==> src/hw/rtl/csc_pkg.sv <==
// ----------------------------------------------------------------------------
// csc_pkg
// shared types and constants of the cycling speed and cadence calculator
// ----------------------------------------------------------------------------
package csc_pkg;

   // request codes on req_type
   typedef enum logic [1:0] {
      REQ_SAMPLE        = 2'd0,
      REQ_SESSION_RESET = 2'd1,
      REQ_TIMEOUT       = 2'd2
   } req_code_type;

   // field widths
   localparam int unsigned CIRC_W     = 12;
   localparam int unsigned WREVS_W    = 32;
   localparam int unsigned CREVS_W    = 16;
   localparam int unsigned TIME_W     = 16;
   localparam int unsigned VALUE_W    = 16;

   // revolution deltas that pass the garbage test fit these widths
   localparam int unsigned WHEEL_DR_W = 17;
   localparam int unsigned CRANK_DR_W = 11;
   localparam int unsigned PROD_W     = WHEEL_DR_W + CIRC_W;

   // divider operand widths
   localparam int unsigned NUM_W      = 42;
   localparam int unsigned DEN_W      = 21;
   localparam int unsigned QUO_W      = VALUE_W;
   localparam int unsigned CNT_W      = $clog2(QUO_W);

   // garbage limits and reset value of the circumference register
   localparam logic [WREVS_W-1:0] WHEEL_GARBAGE = 32'd100000;
   localparam logic [CREVS_W-1:0] CRANK_GARBAGE = 16'd2000;
   localparam logic [CIRC_W-1:0]  CIRC_RESET    = 12'd2105;

   // divider start request
   typedef struct packed {
      logic             start;
      logic [NUM_W-1:0] num;
      logic [DEN_W-1:0] den;
   } div_req_type;

   // divider completion
   typedef struct packed {
      logic             done;
      logic [QUO_W-1:0] quot;
   } div_rsp_type;

   // one result word
   typedef struct packed {
      logic [VALUE_W-1:0] speed;
      logic [VALUE_W-1:0] cadence;
      logic               from_timeout;
   } result_type;

endpackage

==> src/hw/rtl/csc_divider.sv <==
// ----------------------------------------------------------------------------
// csc_divider
// saturating restoring divider, one quotient bit per cycle
// ----------------------------------------------------------------------------
module csc_divider (
   input  logic                 clock,
   input  logic                 reset,
   input  csc_pkg::div_req_type div_req,
   output csc_pkg::div_rsp_type div_rsp
);

   typedef enum logic [1:0] {
      D_IDLE,
      D_CHECK,
      D_ITER,
      D_DONE
   } div_state_type;

   div_state_type                   state_ff;
   logic [csc_pkg::NUM_W-1:0]       num_ff;
   logic [csc_pkg::DEN_W-1:0]       den_ff;
   logic [csc_pkg::DEN_W-1:0]       rem_ff;
   logic [csc_pkg::QUO_W-1:0]       low_ff;
   logic [csc_pkg::CNT_W-1:0]       cnt_ff;

   logic [csc_pkg::NUM_W-csc_pkg::QUO_W-1:0] num_high;
   logic                            sat;
   logic [csc_pkg::DEN_W:0]         trial;
   logic                            fits;

   // quotient would exceed the result field
   assign num_high = num_ff[csc_pkg::NUM_W-1:csc_pkg::QUO_W];
   assign sat      = num_high >= (csc_pkg::NUM_W-csc_pkg::QUO_W)'(den_ff);

   // one restoring step
   assign trial = {rem_ff, low_ff[csc_pkg::QUO_W-1]};
   assign fits  = trial >= {1'b0, den_ff};

   // sequencer and datapath
   always_ff @(posedge clock) begin
      if (reset) begin
         state_ff <= D_IDLE;
      end else begin
         case (state_ff)
            D_IDLE: begin
               if (div_req.start) begin
                  num_ff   <= div_req.num;
                  den_ff   <= div_req.den;
                  state_ff <= D_CHECK;
               end
            end
            D_CHECK: begin
               cnt_ff <= '0;
               if (sat) begin
                  low_ff   <= '1;
                  state_ff <= D_DONE;
               end else begin
                  rem_ff   <= num_ff[csc_pkg::QUO_W +: csc_pkg::DEN_W];
                  low_ff   <= num_ff[csc_pkg::QUO_W-1:0];
                  state_ff <= D_ITER;
               end
            end
            D_ITER: begin
               if (fits) begin
                  rem_ff <= csc_pkg::DEN_W'(trial - {1'b0, den_ff});
               end else begin
                  rem_ff <= trial[csc_pkg::DEN_W-1:0];
               end
               low_ff <= {low_ff[csc_pkg::QUO_W-2:0], fits};
               cnt_ff <= cnt_ff + 1'b1;
               if (cnt_ff == csc_pkg::CNT_W'(csc_pkg::QUO_W - 1)) begin
                  state_ff <= D_DONE;
               end
            end
            D_DONE: begin
               state_ff <= D_IDLE;
            end
            default: begin
               state_ff <= D_IDLE;
            end
         endcase
      end
   end

   assign div_rsp.done = (state_ff == D_DONE);
   assign div_rsp.quot = low_ff;

endmodule

==> src/hw/rtl/csc_core.sv <==
// ----------------------------------------------------------------------------
// csc_core
// request sequencer: history, deltas, operand setup and use of the divider
// ----------------------------------------------------------------------------
module csc_core (
   input  logic                          clock,
   input  logic                          reset,
   input  logic [csc_pkg::CIRC_W-1:0]    circ,
   input  logic                          req_valid,
   output logic                          req_ready,
   input  logic [1:0]                    req_type,
   input  logic                          has_wheel,
   input  logic [csc_pkg::WREVS_W-1:0]   wheel_revs,
   input  logic [csc_pkg::TIME_W-1:0]    wheel_event_time,
   input  logic                          has_crank,
   input  logic [csc_pkg::CREVS_W-1:0]   crank_revs,
   input  logic [csc_pkg::TIME_W-1:0]    crank_event_time,
   output logic                          res_valid,
   input  logic                          res_ready,
   output csc_pkg::result_type           res,
   output csc_pkg::div_req_type          div_req,
   input  csc_pkg::div_rsp_type          div_rsp
);

   typedef enum logic [2:0] {
      S_IDLE,
      S_PREP,
      S_MUL,
      S_SPD_GO,
      S_SPD_WAIT,
      S_CAD_GO,
      S_CAD_WAIT,
      S_DONE
   } core_state_type;

   core_state_type                      state_ff;

   // captured request word
   logic                                has_wheel_ff;
   logic [csc_pkg::WREVS_W-1:0]         wrevs_ff;
   logic [csc_pkg::TIME_W-1:0]          wtime_ff;
   logic                                has_crank_ff;
   logic [csc_pkg::CREVS_W-1:0]         crevs_ff;
   logic [csc_pkg::TIME_W-1:0]          ctime_ff;

   // history
   logic                                wheel_hist_ff;
   logic [csc_pkg::WREVS_W-1:0]         prev_wheel_count_ff;
   logic [csc_pkg::TIME_W-1:0]          prev_wheel_time_ff;
   logic                                crank_hist_ff;
   logic [csc_pkg::CREVS_W-1:0]         prev_crank_count_ff;
   logic [csc_pkg::TIME_W-1:0]          prev_crank_time_ff;
   logic [csc_pkg::VALUE_W-1:0]         last_speed_ff;
   logic [csc_pkg::VALUE_W-1:0]         last_cadence_ff;

   // operands and results
   logic [csc_pkg::WHEEL_DR_W-1:0]      w_dr_ff;
   logic [csc_pkg::TIME_W-1:0]          w_dt_ff;
   logic [csc_pkg::CRANK_DR_W-1:0]      c_dr_ff;
   logic [csc_pkg::TIME_W-1:0]          c_dt_ff;
   logic                                spd_go_ff;
   logic                                cad_go_ff;
   logic [csc_pkg::PROD_W-1:0]          prod_ff;
   logic [csc_pkg::VALUE_W-1:0]         speed_ff;
   logic [csc_pkg::VALUE_W-1:0]         cadence_ff;
   logic                                from_timeout_ff;

   logic [csc_pkg::WREVS_W-1:0]         w_dr;
   logic [csc_pkg::TIME_W-1:0]          w_dt;
   logic [csc_pkg::CREVS_W-1:0]         c_dr;
   logic [csc_pkg::TIME_W-1:0]          c_dt;
   logic                                spd_go;
   logic                                cad_go;
   logic [csc_pkg::NUM_W-1:0]           spd_num;
   logic [csc_pkg::DEN_W-1:0]           spd_den;
   logic [csc_pkg::CRANK_DR_W+3:0]      cad_x15;
   logic [csc_pkg::NUM_W-1:0]           cad_num;
   logic [csc_pkg::DEN_W-1:0]           cad_den;

   // wraparound deltas and garbage tests
   assign w_dr   = wrevs_ff - prev_wheel_count_ff;
   assign w_dt   = wtime_ff - prev_wheel_time_ff;
   assign c_dr   = crevs_ff - prev_crank_count_ff;
   assign c_dt   = ctime_ff - prev_crank_time_ff;
   assign spd_go = has_wheel_ff && wheel_hist_ff && (w_dt != '0)
                   && (w_dr < csc_pkg::WHEEL_GARBAGE);
   assign cad_go = has_crank_ff && crank_hist_ff && (c_dt != '0)
                   && (c_dr < csc_pkg::CRANK_GARBAGE);

   // speed: dr*circ*9216 over dt*25, with 9216 = 8192 + 1024
   assign spd_num = {prod_ff, 13'b0} + {3'b0, prod_ff, 10'b0};
   assign spd_den = {1'b0, w_dt_ff, 4'b0} + {2'b0, w_dt_ff, 3'b0} + {5'b0, w_dt_ff};

   // cadence: dr*983040 over dt, with 983040 = 15 * 65536
   assign cad_x15 = {c_dr_ff, 4'b0} - {4'b0, c_dr_ff};
   assign cad_num = {11'b0, cad_x15, 16'b0};
   assign cad_den = {5'b0, c_dt_ff};

   // divider request
   always_comb begin
      div_req.start = (state_ff == S_SPD_GO) || (state_ff == S_CAD_GO);
      div_req.num   = (state_ff == S_CAD_GO) ? cad_num : spd_num;
      div_req.den   = (state_ff == S_CAD_GO) ? cad_den : spd_den;
   end

   assign req_ready        = (state_ff == S_IDLE);
   assign res_valid        = (state_ff == S_DONE);
   assign res.speed        = speed_ff;
   assign res.cadence      = cadence_ff;
   assign res.from_timeout = from_timeout_ff;

   // sequencer
   always_ff @(posedge clock) begin
      if (reset) begin
         state_ff        <= S_IDLE;
         wheel_hist_ff   <= 1'b0;
         crank_hist_ff   <= 1'b0;
         last_speed_ff   <= '0;
         last_cadence_ff <= '0;
      end else begin
         case (state_ff)
            S_IDLE: begin
               has_wheel_ff <= has_wheel;
               wrevs_ff     <= wheel_revs;
               wtime_ff     <= wheel_event_time;
               has_crank_ff <= has_crank;
               crevs_ff     <= crank_revs;
               ctime_ff     <= crank_event_time;
               if (req_valid) begin
                  case (req_type)
                     csc_pkg::REQ_SAMPLE: begin
                        state_ff <= S_PREP;
                     end
                     csc_pkg::REQ_SESSION_RESET: begin
                        wheel_hist_ff <= 1'b0;
                        crank_hist_ff <= 1'b0;
                     end
                     csc_pkg::REQ_TIMEOUT: begin
                        // only report when something was moving
                        if ((last_speed_ff != '0) || (last_cadence_ff != '0)) begin
                           wheel_hist_ff   <= 1'b0;
                           crank_hist_ff   <= 1'b0;
                           last_speed_ff   <= '0;
                           last_cadence_ff <= '0;
                           speed_ff        <= '0;
                           cadence_ff      <= '0;
                           from_timeout_ff <= 1'b1;
                           state_ff        <= S_DONE;
                        end
                     end
                     default: begin
                     end
                  endcase
               end
            end
            S_PREP: begin
               w_dr_ff         <= w_dr[csc_pkg::WHEEL_DR_W-1:0];
               w_dt_ff         <= w_dt;
               c_dr_ff         <= c_dr[csc_pkg::CRANK_DR_W-1:0];
               c_dt_ff         <= c_dt;
               spd_go_ff       <= spd_go;
               cad_go_ff       <= cad_go;
               from_timeout_ff <= 1'b0;
               speed_ff        <= has_wheel_ff ? '0 : last_speed_ff;
               cadence_ff      <= has_crank_ff ? '0 : last_cadence_ff;
               if (has_wheel_ff) begin
                  prev_wheel_count_ff <= wrevs_ff;
                  prev_wheel_time_ff  <= wtime_ff;
                  wheel_hist_ff       <= 1'b1;
               end
               if (has_crank_ff) begin
                  prev_crank_count_ff <= crevs_ff;
                  prev_crank_time_ff  <= ctime_ff;
                  crank_hist_ff       <= 1'b1;
               end
               state_ff <= S_MUL;
            end
            S_MUL: begin
               prod_ff <= csc_pkg::PROD_W'(w_dr_ff) * csc_pkg::PROD_W'(circ);
               if (spd_go_ff) begin
                  state_ff <= S_SPD_GO;
               end else if (cad_go_ff) begin
                  state_ff <= S_CAD_GO;
               end else begin
                  state_ff <= S_DONE;
               end
            end
            S_SPD_GO: begin
               state_ff <= S_SPD_WAIT;
            end
            S_SPD_WAIT: begin
               if (div_rsp.done) begin
                  speed_ff <= div_rsp.quot;
                  state_ff <= cad_go_ff ? S_CAD_GO : S_DONE;
               end
            end
            S_CAD_GO: begin
               state_ff <= S_CAD_WAIT;
            end
            S_CAD_WAIT: begin
               if (div_rsp.done) begin
                  cadence_ff <= div_rsp.quot;
                  state_ff   <= S_DONE;
               end
            end
            S_DONE: begin
               if (res_ready) begin
                  last_speed_ff   <= speed_ff;
                  last_cadence_ff <= cadence_ff;
                  state_ff        <= S_IDLE;
               end
            end
            default: begin
               state_ff <= S_IDLE;
            end
         endcase
      end
   end

endmodule

==> src/hw/rtl/csc_speed_cadence_calc.sv <==
// ----------------------------------------------------------------------------
// csc_speed_cadence_calc
// cycling speed and cadence from cumulative revolution counts and event times
// ----------------------------------------------------------------------------
//
//   channel | direction | handshake              | word
//   --------+-----------+------------------------+----------------------------
//   req_    | in        | req_valid / req_ready  | request type, wheel, crank
//   rsp_    | out       | rsp_valid / rsp_ready  | speed, cadence, timeout flag
//   csr_    | in        | csr_valid / csr_ready  | wheel circumference in mm
//
// a sample holds req_ready low while the core prepares the deltas, multiplies and runs
// up to two divisions (start, check, 16 quotient bits, done), speed then cadence, on the
// shared one-bit-per-cycle divider. a session reset keeps req_ready high; a timeout that
// reports, like a sample, lowers it until its word enters the output register.
// reset clears history and last values and loads the default circumference.
// the core waits in its done state while the output register is full and not taken.
// ----------------------------------------------------------------------------
module csc_speed_cadence_calc (
   input  logic        clock,
   input  logic        reset,
   // request
   input  logic        req_valid,
   output logic        req_ready,
   input  logic [1:0]  req_type,
   input  logic        req_has_wheel,
   input  logic [31:0] req_wheel_revs,
   input  logic [15:0] req_wheel_event_time,
   input  logic        req_has_crank,
   input  logic [15:0] req_crank_revs,
   input  logic [15:0] req_crank_event_time,
   // response
   output logic        rsp_valid,
   input  logic        rsp_ready,
   output logic [15:0] rsp_speed_centi_kph,
   output logic [15:0] rsp_cadence_sixteenth_rpm,
   output logic        rsp_from_timeout,
   // configuration
   input  logic        csr_valid,
   output logic        csr_ready,
   input  logic [11:0] csr_wheel_circumference_mm
);

   logic [csc_pkg::CIRC_W-1:0]  circ_ff;
   logic                        rsp_valid_ff;
   csc_pkg::result_type         rsp_word_ff;
   logic                        res_valid;
   logic                        res_ready;
   csc_pkg::result_type         res;
   csc_pkg::div_req_type        div_req;
   csc_pkg::div_rsp_type        div_rsp;

   // circumference register
   assign csr_ready = 1'b1;
   always_ff @(posedge clock) begin
      if (reset) begin
         circ_ff <= csc_pkg::CIRC_RESET;
      end else if (csr_valid) begin
         circ_ff <= csr_wheel_circumference_mm;
      end
   end

   // output register
   assign res_ready = !rsp_valid_ff || rsp_ready;
   always_ff @(posedge clock) begin
      if (reset) begin
         rsp_valid_ff <= 1'b0;
      end else if (res_ready) begin
         rsp_valid_ff <= res_valid;
      end
   end
   always_ff @(posedge clock) begin
      if (res_ready && res_valid) begin
         rsp_word_ff <= res;
      end
   end

   assign rsp_valid                 = rsp_valid_ff;
   assign rsp_speed_centi_kph       = rsp_word_ff.speed;
   assign rsp_cadence_sixteenth_rpm = rsp_word_ff.cadence;
   assign rsp_from_timeout          = rsp_word_ff.from_timeout;

   // sequencer
   csc_core u_core (
      .clock            (clock),
      .reset            (reset),
      .circ             (circ_ff),
      .req_valid        (req_valid),
      .req_ready        (req_ready),
      .req_type         (req_type),
      .has_wheel        (req_has_wheel),
      .wheel_revs       (req_wheel_revs),
      .wheel_event_time (req_wheel_event_time),
      .has_crank        (req_has_crank),
      .crank_revs       (req_crank_revs),
      .crank_event_time (req_crank_event_time),
      .res_valid        (res_valid),
      .res_ready        (res_ready),
      .res              (res),
      .div_req          (div_req),
      .div_rsp          (div_rsp)
   );

   // shared divider
   csc_divider u_divider (
      .clock   (clock),
      .reset   (reset),
      .div_req (div_req),
      .div_rsp (div_rsp)
   );

endmodule

==> config.mk <==
export PLATFORM = sky130hd
export DESIGN_NAME = csc_speed_cadence_calc
export DESIGN_NICKNAME = d
export VERILOG_FILES = /design/src/hw/rtl/csc_pkg.sv /design/src/hw/rtl/csc_divider.sv /design/src/hw/rtl/csc_core.sv /design/src/hw/rtl/csc_speed_cadence_calc.sv
export SDC_FILE = /design/constraint.sdc
export NUM_CORES = 1
export LEC_CHECK = 0
export BUFFER_PORTS_ARGS = -buffer_cell sky130_fd_sc_hd__buf_2
export CAP_MARGIN = 0
export CORE_MARGIN = 2
export CORE_UTILIZATION = 65
export CTS_BUF_LIST = sky130_fd_sc_hd__clkbuf_4
export DETAILED_ROUTE_END_ITERATION = 6
export HOLD_SLACK_MARGIN = 0.1
export PLACE_DENSITY = 0.89
export REMOVE_ABC_BUFFERS = 1
export SLEW_MARGIN = 10
export SYNTH_ARGS = -nofsm -noshare
export SYNTH_HDL_FRONTEND = slang
export SYNTH_SLANG_ARGS = --single-unit
==> constraint.sdc <==
create_clock -name clock -period 21.9 [get_ports clock]
set_input_delay 3.285 -clock clock [delete_from_list [all_inputs] [get_ports clock]]
set_output_delay 3.285 -clock clock [all_outputs]
set_load 0.005 [all_outputs]
==> reports/results.txt <==
Status = complete, but fails checks
Failing checks = design-rule violations
Pre-CTS setup slack = 15.14 ns
Inserted Clock Buffers = 115
Crit end category = flop
Top cells by area, synth = edfxtp_1 (40%), fa_1 (11%), ha_1 (10%), inv_1 (4.4%), dfxtp_1 (3.4%)
Post-synthesis mux area share = 0.0126
Port bufs = 135
Synth Cell Area = 30800 µm²
Main synth FF type = edfxtp_1
Simple-Gate Fraction of Synth Area = 0.123
Synth top cells by count = edfxtp_1 (413), inv_1 (364), nand2_1 (250)
Chip height = 222 µm
GRT Resource Usage Total = 0.281
Worst-skew pair later-pin latency = 0.92 ns
I/O pins = 137
Leakage = 14.6 nW
Worst Path Required = 22.56 ns
Synth-to-layout area growth = 8.97%
Drt total wl = 68600 µm
Core area = 46700 µm²
Setup tns final = 0 ns
Critical path origin = circ_ff[8]
Fin nets = 3563
Hold Crit Depth = 0
Vias in the first global route = 23122
DIE AREA = 49200 µm²
Vias per inst = 6.03
Startpoint Class = flop
Final Wtd Congestion = 0.953
Layout cell share with drive strength beyond 1 = 0.120
H-tree levels = 3
Critical path peak fanout = 18
Most frequent CP cell = fa_1
Post-Synth XOR/XNOR Area = 0.0369
# clock sinks = 465
Crit Path Class = flop to flop
DP Area = 32100 µm²
Combinational family with the most area after synthesis = adder cells
Initial antenna violation count = 1
Achievable Freq = 147 MHz
EDFF count, synth = 413
Headroom to the max-slew limit = 0.234
Via count = 22618
CP peak stage delay = 0.76 ns
Tot Pwr = 4.49 mW
Slowest-stage cell, CP = dfxtp_1
Fin crit share = 0.311
Sequential area share after synthesis = 0.436
FF-to-FF setup slack = 15.10 ns
Post-route cell area = 33600 µm²
Fin. Hold Viols = 0
HP Start = u_core.wrevs_ff[22]
Tmin final = 6.80 ns
CP arrival = 7.46 ns
DRT iter0 DRCs = 1961
Reg2reg path depth = 20
Antenna viol nets, final = 0
Setup ws final = 15.10 ns
Pin count of the biggest net entering global routing = 73
Initial Util = 0.661
Worst-path clk slew = 0.07 ns
Critical path cell sequence = nand2_1 -> fa_1 -> fa_1 -> inv_1 -> fa_1 -> fa_1 -> inv_1 -> fa_1 -> inv_1 -> ha_1 -> a21o_1 -> a211oi_1 -> o21bai_1 -> o31ai_1 -> a211oi_1 -> o31a_1 -> or4_1 -> a31o_1 -> a21oi_1 -> xnor2_1
Final Max Slew Viols = 0
Detailed-route DRC error count = 1
FF-to-FF Start = circ_ff[8]
Syn. warnings = 0
GRT overflow = 0
Post-CTS setup buffer count = 0
Syn Area/Cell = 10.8 µm²
RSZ-0062 raised after global routing = no
Cells after Synth = 2868
Post-Synth Adder-Cell Area = 0.210
Pwr Density = 133 nW/µm²
Rows = 79
Hpwl dp = 50500 µm
Post-synthesis async set-or-reset flop share = 0
Total of max-cap violations = 0
First-pass GRT wire length = 113000 µm
Finish-stage setup viols = 0
Die Span X = 222 µm
Fin Hold WS = 0.429 ns
Drt pass-1 iters = 7
IR drop worst, VDD = 168 µV
Post-synthesis compound-gate area fraction = 0.126
Slew @ Worst Pin = 1.15 ns
Min-delay worst type = flop to flop
CP endpoint = u_core.prod_ff[28]
Clock Tree Root = clkbuf_4
Fin Clk Skew = 0.0979 ns
CTS max path bufs = 3
R2r endpoint = u_core.prod_ff[28]
WL/cell = 18.3 µm
Leading area contributor after synthesis = edfxtp_1
Netlist cell types = 84
Top-count cell post-synth = edfxtp_1
Post-CTS sizing = 0
Post-synth top area share = 0.402
# hold bufs at CTS = 0
FF+latch count, synth = 465
TritonCTS clock tree = yes
critical path: cells and delay by family (launching register included):
| family | cells | cell delay (ns) |
|---|---|---|
| adders and majority gates | 6 | 2.93 |
| buffers and inverters | 3 | 0.14 |
| DFF | 1 | 0.76 |
| xor gates and xnor gates | 1 | 0.08 |
| AOI/OAI and AO/OA | 8 | 2.02 |
| and+or+nand+nor | 2 | 0.64 |
worst min path at each step:
stage / endpoint / slack (ns)
floorplan: rsp_from_timeout / 0.40
global placement: rsp_speed_centi_kph[15] / 0.43
detailed placement: rsp_from_timeout / 0.43
CTS: rsp_from_timeout / 0.45
global route: u_core.prev_wheel_count_ff[7] / 0.46
finish: u_core.prev_wheel_count_ff[22] / 0.43
stage by stage:
stage	instances	util
floorplan	2777	-
global placement	3536	0.689
detailed placement	3536	0.689
CTS	3748	0.720
global route	3749	0.721
finish	3750	0.721
registers in the layout, summed over array words and instances, names as in the netlist, 17 cells and up:
name                        flops
u_core.prev_wheel_count_ff     32
u_core.prod_ff                 29
u_core.w_dr_ff                 17
u_core.wrevs_ff                32
u_divider.den_ff               21
u_divider.num_ff               32
u_divider.rem_ff               21
cell usage in the layout, fill, tap and decap left out, types with 52 or more instances in the layout:
master / count
edfxtp_1: 413
inv_1: 364
nand2_1: 250
ha_1: 247
nor2_1: 198
clkbuf_4: 173
fa_1: 169
a21oi_1: 152
buf_2: 135
xnor2_1: 88
and2_1: 84
o21ai_0: 75
a21o_1: 53
dfxtp_1: 52
layout make-up:
class	instances	area [µm²]
multi-input cells	1947	15800
repair buffers	152	803
flip-flops and latches	465	13400
diodes	2	5.00
inverters	365	1370
well taps	607	759
clock inverters	39	181
fillers	3153	13000
clock buffers	173	1300
report_power, final:
part	total [mW]	leakage [nW]	internal, mW	switching, mW
clock network	0.720	0.890	0.363	0.357
logic	2.41	9.52	1.01	1.40
registers	1.36	4.17	1.25	0.105
routing by layer:
metal / GRT usage / share of wire / vias to the layer above
met5: 0 / 0 / -
met4: 0.113 / 0.033 / 0
met3: 0.0529 / 0.074 / 201
met2: 0.480 / 0.49 / 1033
met1: 0.356 / 0.40 / 10900
li1: - / - / 10484
cell families (layout without fill, tap and decap cells):
group	Yosys count	in the layout
flops	465	465
other cells	1	3
fa+ha+maj	416	416
simple gates	790	790
mux	38	38
buf+inv	456	729
xor+xnor	130	130
compound gates	572	572
No activity file was read; power rests on OpenSTA's default activity.
